## config.mk

```make
export PLATFORM = sky130hd
export DESIGN_NAME = bole_control
export DESIGN_NICKNAME = d
export VERILOG_FILES = /design/src/rtl/bounded_ordered_list_engine_assert.svh /design/src/rtl/bole_pkg.sv /design/src/rtl/bole_control.sv
export SDC_FILE = /design/constraint.sdc
export NUM_CORES = 1
export LEC_CHECK = 0
export BUFFER_PORTS_ARGS = -buffer_cell sky130_fd_sc_hd__clkbuf_2
export CORE_ASPECT_RATIO = 0.5
export CORE_MARGIN = 4
export CORE_UTILIZATION = 55
export CTS_CLUSTER_DIAMETER = 50
export CTS_CLUSTER_SIZE = 28
export DETAILED_ROUTE_END_ITERATION = 6
export GPL_TIMING_DRIVEN = 0
export PLACE_DENSITY_LB_ADDON = 0.1
export REMOVE_ABC_BUFFERS = 1
export SETUP_SLACK_MARGIN = 0.3
export SLEW_MARGIN = 0
export SYNTH_ARGS = -nofsm -noshare
export SYNTH_HDL_FRONTEND = slang
export SYNTH_SLANG_ARGS = --single-unit
```

## constraint.sdc

```tcl
create_clock -name clock -period 12.4 [get_ports clock]
set_input_delay 2.48 -clock clock [delete_from_list [all_inputs] [get_ports clock]]
set_output_delay 2.48 -clock clock [all_outputs]
set_load 0.02 [all_outputs]
```

## src/rtl/bounded_ordered_list_engine_assert.svh

```systemverilog
// Assertion macros for the ordered list engine.
`ifndef BOUNDED_ORDERED_LIST_ENGINE_ASSERT_SVH
`define BOUNDED_ORDERED_LIST_ENGINE_ASSERT_SVH

// Implication checked on every rising clock edge outside reset.
`define BOLE_ASSERT_IMPL(label, clk, rst, ante, cons, msg) \
   label: assert property (@(posedge clk) disable iff (rst) (ante) |-> (cons)) \
      else $error(msg);

// Next-cycle implication checked on every rising clock edge outside reset.
`define BOLE_ASSERT_NEXT(label, clk, rst, ante, cons, msg) \
   label: assert property (@(posedge clk) disable iff (rst) (ante) |=> (cons)) \
      else $error(msg);

`endif

```

## src/rtl/bole_pkg.sv

```systemverilog
// ----------------------------------------------------------------------------
// bole_pkg
// Shared types, codes and sizes of the ordered list engine.
// ----------------------------------------------------------------------------
`default_nettype none

package bole_pkg;

   localparam int Depth = 256;
   localparam int AddrW = $clog2(Depth);
   localparam int CountW = AddrW + 1;

   typedef enum logic [2:0] {
      OP_PUSH   = 3'd0,
      OP_POP    = 3'd1,
      OP_INSERT = 3'd2,
      OP_ERASE  = 3'd3,
      OP_FIND   = 3'd4,
      OP_READ   = 3'd5,
      OP_SORT   = 3'd6,
      OP_NONE   = 3'd7
   } op_type;

   typedef enum logic [2:0] {
      ST_OK        = 3'd0,
      ST_EMPTY     = 3'd1,
      ST_BAD_INDEX = 3'd2,
      ST_FULL      = 3'd3,
      ST_NOT_FOUND = 3'd4
   } status_type;

   typedef struct packed {
      logic [2:0]         op;
      logic signed [31:0] value;
      logic [8:0]         position;
   } req_type;

   typedef struct packed {
      logic signed [31:0] data_out;
      logic [7:0]         found_index;
      logic [8:0]         count_out;
      logic [2:0]         status;
   } rsp_type;

   typedef enum logic [3:0] {
      S_IDLE,
      S_SHUP_RD,
      S_SHUP_WR,
      S_SHDN_RD,
      S_SHDN_WR,
      S_FIND,
      S_READ,
      S_SORT_HELD,
      S_SORT_CMP,
      S_SORT_PUT,
      S_DONE
   } state_type;

   // Commands from the controller to the datapath.
   typedef struct packed {
      logic                rd_en;
      logic [AddrW-1:0]    rd_addr;
      logic                wr_en;
      logic [AddrW-1:0]    wr_addr;
      logic                wr_sel_val;  // write the request value instead of the read register
      logic                wr_sel_held; // write the held sort word
      logic                held_load;
      logic                data_load;
   } cmd_type;

   // Status from the datapath to the controller.
   typedef struct packed {
      logic rd_eq_val;
      logic held_lt_rd;
   } stat_type;

endpackage

`default_nettype wire

```

## src/rtl/bole_control.sv

```systemverilog
// ----------------------------------------------------------------------------
// bole_control
// Command sequencer: walks the store for shifts, searches and the sort.
// ----------------------------------------------------------------------------
`default_nettype none

module bole_control (
   input  wire logic               clock,
   input  wire logic               reset,
   input  wire logic               req_valid,
   output      logic               req_stall,
   input  wire bole_pkg::req_type  req_data,
   output      logic               rsp_valid,
   input  wire logic               rsp_stall,
   output      bole_pkg::rsp_type  rsp_data,
   input  wire logic [8:0]         cap_limit,
   output      bole_pkg::cmd_type  cmd,
   input  wire bole_pkg::stat_type stat,
   input  wire logic signed [31:0] data_hold,
   output      logic signed [31:0] value_q
);

   localparam int AW = bole_pkg::AddrW;
   localparam int CW = bole_pkg::CountW;

   bole_pkg::state_type state_ff, state_in;
   logic [CW-1:0]       count_ff, count_in;
   logic [CW-1:0]       i_ff, i_in;
   logic [CW-1:0]       j_ff, j_in;
   logic [CW-1:0]       pos_ff, pos_in;
   logic signed [31:0]  val_ff, val_in;
   logic [2:0]          op_ff, op_in;
   logic [2:0]          st_ff, st_in;
   logic [7:0]          found_ff, found_in;
   logic                use_data_ff, use_data_in;
   logic                rsp_valid_ff, rsp_valid_in;
   logic [CW-1:0]       cap_eff;
   logic [CW-1:0]       req_pos;

   assign cap_eff = (cap_limit > 9'(bole_pkg::Depth)) ? CW'(bole_pkg::Depth) : CW'(cap_limit);
   assign req_pos = CW'(req_data.position);
   assign value_q = val_ff;

   always_ff @(posedge clock) begin
      if (reset) begin
         state_ff     <= bole_pkg::S_IDLE;
         count_ff     <= '0;
         rsp_valid_ff <= 1'b0;
      end else begin
         state_ff     <= state_in;
         count_ff     <= count_in;
         rsp_valid_ff <= rsp_valid_in;
      end
      i_ff        <= i_in;
      j_ff        <= j_in;
      pos_ff      <= pos_in;
      val_ff      <= val_in;
      op_ff       <= op_in;
      st_ff       <= st_in;
      found_ff    <= found_in;
      use_data_ff <= use_data_in;
   end

   always_comb begin
      state_in     = state_ff;
      count_in     = count_ff;
      i_in         = i_ff;
      j_in         = j_ff;
      pos_in       = pos_ff;
      val_in       = val_ff;
      op_in        = op_ff;
      st_in        = st_ff;
      found_in     = found_ff;
      use_data_in  = use_data_ff;
      rsp_valid_in = rsp_valid_ff;
      cmd          = '0;
      req_stall    = 1'b1;
      if (rsp_valid_ff && !rsp_stall) begin
         rsp_valid_in = 1'b0;
      end
      unique case (state_ff)
         bole_pkg::S_IDLE: begin
            req_stall = rsp_valid_ff && rsp_stall;
            if (req_valid && !req_stall) begin
               val_in      = req_data.value;
               op_in       = req_data.op;
               pos_in      = req_pos;
               st_in       = bole_pkg::ST_OK;
               found_in    = '0;
               use_data_in = 1'b0;
               state_in    = bole_pkg::S_DONE;
               unique case (bole_pkg::op_type'(req_data.op))
                  bole_pkg::OP_PUSH: begin
                     if (count_ff >= cap_eff) begin
                        st_in = bole_pkg::ST_FULL;
                     end else begin
                        i_in     = count_ff;
                        pos_in   = count_ff;
                        state_in = bole_pkg::S_SHUP_RD;
                     end
                  end
                  bole_pkg::OP_POP: begin
                     if (count_ff == '0) begin
                        st_in = bole_pkg::ST_EMPTY;
                     end else begin
                        cmd.rd_en   = 1'b1;
                        cmd.rd_addr = AW'(count_ff - 1'b1);
                        count_in    = count_ff - 1'b1;
                        use_data_in = 1'b1;
                        state_in    = bole_pkg::S_READ;
                     end
                  end
                  bole_pkg::OP_INSERT: begin
                     if (req_pos > count_ff) begin
                        st_in = bole_pkg::ST_BAD_INDEX;
                     end else if (count_ff >= cap_eff) begin
                        st_in = bole_pkg::ST_FULL;
                     end else begin
                        i_in     = count_ff;
                        state_in = bole_pkg::S_SHUP_RD;
                     end
                  end
                  bole_pkg::OP_ERASE: begin
                     if (count_ff == '0) begin
                        st_in = bole_pkg::ST_EMPTY;
                     end else if (req_pos >= count_ff) begin
                        st_in = bole_pkg::ST_BAD_INDEX;
                     end else begin
                        i_in     = req_pos;
                        state_in = bole_pkg::S_SHDN_RD;
                     end
                  end
                  bole_pkg::OP_FIND: begin
                     st_in = bole_pkg::ST_NOT_FOUND;
                     if (count_ff != '0) begin
                        cmd.rd_en   = 1'b1;
                        cmd.rd_addr = '0;
                        i_in        = '0;
                        state_in    = bole_pkg::S_FIND;
                     end
                  end
                  bole_pkg::OP_READ: begin
                     if (req_pos >= count_ff) begin
                        st_in = bole_pkg::ST_BAD_INDEX;
                     end else begin
                        cmd.rd_en   = 1'b1;
                        cmd.rd_addr = AW'(req_pos);
                        use_data_in = 1'b1;
                        state_in    = bole_pkg::S_READ;
                     end
                  end
                  bole_pkg::OP_SORT: begin
                     if (count_ff > CW'(1)) begin
                        i_in        = CW'(1);
                        cmd.rd_en   = 1'b1;
                        cmd.rd_addr = AW'(1);
                        state_in    = bole_pkg::S_SORT_HELD;
                     end
                  end
                  default: begin
                  end
               endcase
            end
         end
         bole_pkg::S_READ: begin
            cmd.data_load = 1'b1;
            state_in      = bole_pkg::S_DONE;
         end
         // Insert: move entry i-1 to i while i > pos, then write the value.
         bole_pkg::S_SHUP_RD: begin
            if (i_ff > pos_ff) begin
               cmd.rd_en   = 1'b1;
               cmd.rd_addr = AW'(i_ff - 1'b1);
               state_in    = bole_pkg::S_SHUP_WR;
            end else begin
               cmd.wr_en      = 1'b1;
               cmd.wr_sel_val = 1'b1;
               cmd.wr_addr    = AW'(pos_ff);
               count_in       = count_ff + 1'b1;
               state_in       = bole_pkg::S_DONE;
            end
         end
         bole_pkg::S_SHUP_WR: begin
            cmd.wr_en   = 1'b1;
            cmd.wr_addr = AW'(i_ff);
            i_in        = i_ff - 1'b1;
            state_in    = bole_pkg::S_SHUP_RD;
         end
         // Erase: move entry i+1 to i while i+1 < count.
         bole_pkg::S_SHDN_RD: begin
            if (i_ff + 1'b1 < count_ff) begin
               cmd.rd_en   = 1'b1;
               cmd.rd_addr = AW'(i_ff + 1'b1);
               state_in    = bole_pkg::S_SHDN_WR;
            end else begin
               count_in = count_ff - 1'b1;
               state_in = bole_pkg::S_DONE;
            end
         end
         bole_pkg::S_SHDN_WR: begin
            cmd.wr_en   = 1'b1;
            cmd.wr_addr = AW'(i_ff);
            i_in        = i_ff + 1'b1;
            state_in    = bole_pkg::S_SHDN_RD;
         end
         bole_pkg::S_FIND: begin
            if (stat.rd_eq_val) begin
               st_in    = bole_pkg::ST_OK;
               found_in = i_ff[7:0];
               state_in = bole_pkg::S_DONE;
            end else if (i_ff + 1'b1 < count_ff) begin
               cmd.rd_en   = 1'b1;
               cmd.rd_addr = AW'(i_ff + 1'b1);
               i_in        = i_ff + 1'b1;
            end else begin
               state_in = bole_pkg::S_DONE;
            end
         end
         // Sort: entry i is in the read register; keep it and read entry i-1.
         bole_pkg::S_SORT_HELD: begin
            cmd.held_load = 1'b1;
            cmd.rd_en     = 1'b1;
            cmd.rd_addr   = AW'(i_ff - 1'b1);
            j_in          = i_ff;
            state_in      = bole_pkg::S_SORT_CMP;
         end
         bole_pkg::S_SORT_CMP: begin
            if (stat.held_lt_rd) begin
               cmd.wr_en   = 1'b1;
               cmd.wr_addr = AW'(j_ff);
               j_in        = j_ff - 1'b1;
               if (j_ff > CW'(1)) begin
                  cmd.rd_en   = 1'b1;
                  cmd.rd_addr = AW'(j_ff - CW'(2));
               end else begin
                  state_in = bole_pkg::S_SORT_PUT;
               end
            end else begin
               state_in = bole_pkg::S_SORT_PUT;
            end
         end
         bole_pkg::S_SORT_PUT: begin
            cmd.wr_en       = 1'b1;
            cmd.wr_sel_held = 1'b1;
            cmd.wr_addr     = AW'(j_ff);
            if (i_ff + 1'b1 < count_ff) begin
               i_in        = i_ff + 1'b1;
               cmd.rd_en   = 1'b1;
               cmd.rd_addr = AW'(i_ff + 1'b1);
               state_in    = bole_pkg::S_SORT_HELD;
            end else begin
               state_in = bole_pkg::S_DONE;
            end
         end
         bole_pkg::S_DONE: begin
            if (!rsp_valid_ff || !rsp_stall) begin
               rsp_valid_in = 1'b1;
               state_in     = bole_pkg::S_IDLE;
            end
         end
         default: begin
            state_in = bole_pkg::S_IDLE;
         end
      endcase
   end

   always_ff @(posedge clock) begin
      if (state_ff == bole_pkg::S_DONE && (!rsp_valid_ff || !rsp_stall)) begin
         rsp_data.data_out    <= use_data_ff ? data_hold : 32'sd0;
         rsp_data.found_index <= found_ff;
         rsp_data.count_out   <= 9'(count_ff);
         rsp_data.status      <= st_ff;
      end
   end

   assign rsp_valid = rsp_valid_ff;

endmodule

`default_nettype wire

```

==> results.md <==
* Ys Warns at 0
* Layout Skew at 0.00966 ns
* Reg2reg end: i_ff[7]$_DFFE_PP_
* Fin cells at 1140
* Grt ovf at 0
* Status: complete, no violations
* Ys flop type: edfxtp_1
* CTS buffer count at 17
* Reg2Reg Setup Slack at 7.94 ns
* Vias per cell at 6.01
* I/O pin total at 199
* Number of DRC markers in iteration 0 at 941
* Final ANT Viol Nets at 0
* Unique masters post-synth at 71
* GPL Wtd Cong at 0.980
* HP Class: flop to flop
* Crit-path max FO at 9
* RSZ-0062 raised after global routing: false
* Setup crit end kind: output port
* Seq cells post-synth at 137
* Min-delay src: found_ff[2]$_SDFFCE_PN0P_
* Total power at 2550 uW
* Synth Cell Area at 0.00792 mm2
* Die area at 0.0165 mm2
* Num rows at 30
* Hpwl dp at 17700 um
* Layout area overhead at 21.1%
* Height of the die at 92.9 um
* Post-Syn Instances at 762
* GRT Util Overall at 28.6%
* Crit. Startpoint: req_data[4]
* Max-cap check violation count at 0
* Post-CTS resize count at 0
* Number of I/O port buffers at 198
* Inst Count DP at 1108
* Vias in the first global route at 6445
* Worst slew pin tran at 1.03 ns
* Global-route wire length before repair at 36300 um
* Fmax at 0.133 GHz
* Die W at 178 um
* Static Leak at 0.00398 uW
* Longest Clk Path Bufs at 2
* Commonest non-fill, non-tap cell in the layout: clkbuf_2
* Hold buffer count at CTS at 0
* Reg clk slew, reported paths at 0.07 ns
* CTS tree: yes
* Final setup viols at 0
* Period utilization at 60.8%
* R2r startpoint: i_ff[2]$_DFFE_PP_
* Largest net degree at the start of global routing at 34
* Fin crit period at 7.54 ns
* Fillers at 1084
* Hold WS at 0.409 ns
* Clock tree root buffer cell: clkbuf_16
* Peak supply drop at 0.131 mV
* Share of cells above drive strength 1 at 26.7%
* Clock Sinks at 137
* H-Tree Depth at 4
* Clock Latency Late Sink at 0.42 ns
* EDFF count, synth at 123
* DRT Pass-1 Iters at 7
* DR WL/cell at 20.8 um
* Initial antenna violation count at 0
* Hold Path Sink: rsp_data[14]$_DFFE_PP_
* TNS Setup at 0 ns
* Initial core utilization at 57.4%
* Final core utilization at 69.4%
* Most frequent cells in the layout: 198 x clkbuf_2, 123 x edfxtp_1, 65 x nand2_1, 58 x nor2_1
* Power Dens Cells at 266 mW/mm2
* Core Footprint at 0.0138 mm2
* WL final at 23700 um
* Ant. Diodes at 0
* Max-slew violation count at 0
* Final hold violations at 0
* WP data arrival at 5.06 ns
* Sequential fraction of the synthesis area at 50.2%
* Worst Reg-to-Reg Cells at 11
* Setup Buffers After CTS at 0
* WHS Path Cells at 0
* Post-synthesis area per instance at 10.4 um2
* Post-synth ARST share at 0%
* Post-route DRC at 0
* CP Class: input port to output port
* Slew headroom at 31.1%
* Critical path required time at 9.92 ns
* Vias at 6846
* Startpoint types: input port
* NumNets Final at 1070
how the worst max path moves through the flow:
| stage | end | slack [ns] | cells past startpoint |
|---|---|---|---|
| after global placement | cmd[13] | 4.29 | 8 |
| after detailed placement | cmd[13] | 4.90 | 10 |
| after global routing | cmd[13] | 4.65 | 10 |
| final | cmd[13] | 4.86 | 10 |
| after CTS | cmd[13] | 4.93 | 10 |
| after floorplan | cmd[14] | 5.29 | 5 |
power breakdown:
part | switching [uW] | internal [uW] | total, uW
clock network | 226 | 285 | 510
logic | 755 | 455 | 1210
registers | 165 | 663 | 828
sequential cells by signal, summed over array words and instances (netlist names):
signal and count:
rsp_data 52, count_ff 9, state_ff 4, pos_ff 9
rsp_valid 1, i_ff 9, value_q 32, j_ff 9
use_data_ff 1, found_ff 8, st_ff 3
metal layers:
layer	part of all wire [%]	GRT usage, %	up-vias	wire, um
li1	-	-	3181	-
met1	42	38.9	3239	9910
met2	45	45.3	382	10700
met3	11	7.95	44	2540
met4	2.0	8.04	0	481
met5	0	0	-	0
final cells by class:
cell class,count,area (um2),share of cell area [%]
multi-input combinational,532,3560,37.1
inverter,45,169,1.76
sequential,137,3970,41.4
timing repair buffer,202,1070,11.2
clock inverter,15,154,1.60
tap,192,240,2.50
clock buffer,17,425,4.43
cells by family (layout without fill, tap and decap cells):
| logic type | count (synthesis) | after routing | synth area share, % |
|---|---|---|---|
| simple gates | 261 | 261 | 17.0 |
| buf+inv | 93 | 279 | 5.23 |
| flops | 137 | 137 | 50.2 |
| mux | 5 | 5 | 0.711 |
| compound gates | 188 | 188 | 16.2 |
| fa+ha+maj | 44 | 44 | 6.95 |
| xor+xnor | 34 | 34 | 3.76 |
metrics by stage:
step / instance area [um2] / setup WS, ns
floorplan: 7680 / 5.29
global placement: 8910 / 4.29
detailed placement: 9010 / 4.90
CTS: 9590 / 4.93
global route: 9590 / 4.65
finish: 9590 / 4.86
worst max-delay path: stages:
cell,delay [ns]
clkbuf_2,0.12
ha_1,0.33
a21oi_1,0.22
o221ai_1,0.21
a21oi_1,0.51
and3_1,0.44
a221oi_1,0.16
o22a_1,0.27
o21ai_0,0.11
clkbuf_2,0.20
cells in the mapped netlist, types with 3 or more instances:
| master | number | area share (%) |
|---|---|---|
| nor4_1 | 6 | 0.47 |
| nor4b_1 | 4 | 0.44 |
| a211o_1 | 7 | 0.77 |
| a31oi_1 | 4 | 0.32 |
| nor3_1 | 22 | 1.4 |
| nor2b_1 | 5 | 0.39 |
| buf_6 | 6 | 0.85 |
| nor3b_1 | 3 | 0.28 |
| a21o_1 | 5 | 0.47 |
| ha_1 | 44 | 6.9 |
| nand2_1 | 65 | 3.1 |
| o211ai_1 | 7 | 0.66 |
| or2_2 | 3 | 0.24 |
| or3_2 | 3 | 0.28 |
| inv_1 | 44 | 2.1 |
| o22ai_1 | 7 | 0.55 |
| dfxtp_1 | 14 | 3.5 |
| nand2b_1 | 7 | 0.55 |
| o22a_1 | 3 | 0.33 |
| edfxtp_1 | 123 | 47 |
| nand3_1 | 12 | 0.76 |
| and2_1 | 40 | 3.2 |
| mux2i_1 | 3 | 0.38 |
| a222oi_1 | 8 | 1.0 |
| nand3b_1 | 5 | 0.47 |
| buf_1 | 3 | 0.14 |
| nor2_1 | 58 | 2.7 |
| o21a_1 | 4 | 0.38 |
| clkbuf_1 | 32 | 1.5 |
| a221o_1 | 3 | 0.38 |
| a221oi_1 | 5 | 0.55 |
| o221ai_1 | 10 | 1.1 |
| a211oi_1 | 9 | 0.85 |
| a22oi_1 | 12 | 1.1 |
| o21ai_0 | 45 | 2.8 |
| xnor2_1 | 25 | 2.8 |
| and3_1 | 7 | 0.55 |
| a21oi_1 | 41 | 2.6 |
| nand4_1 | 10 | 0.79 |
| xor2_1 | 9 | 1.0 |
| or4_1 | 3 | 0.28 |
Note: power is estimated with default switching activity, not from simulation.
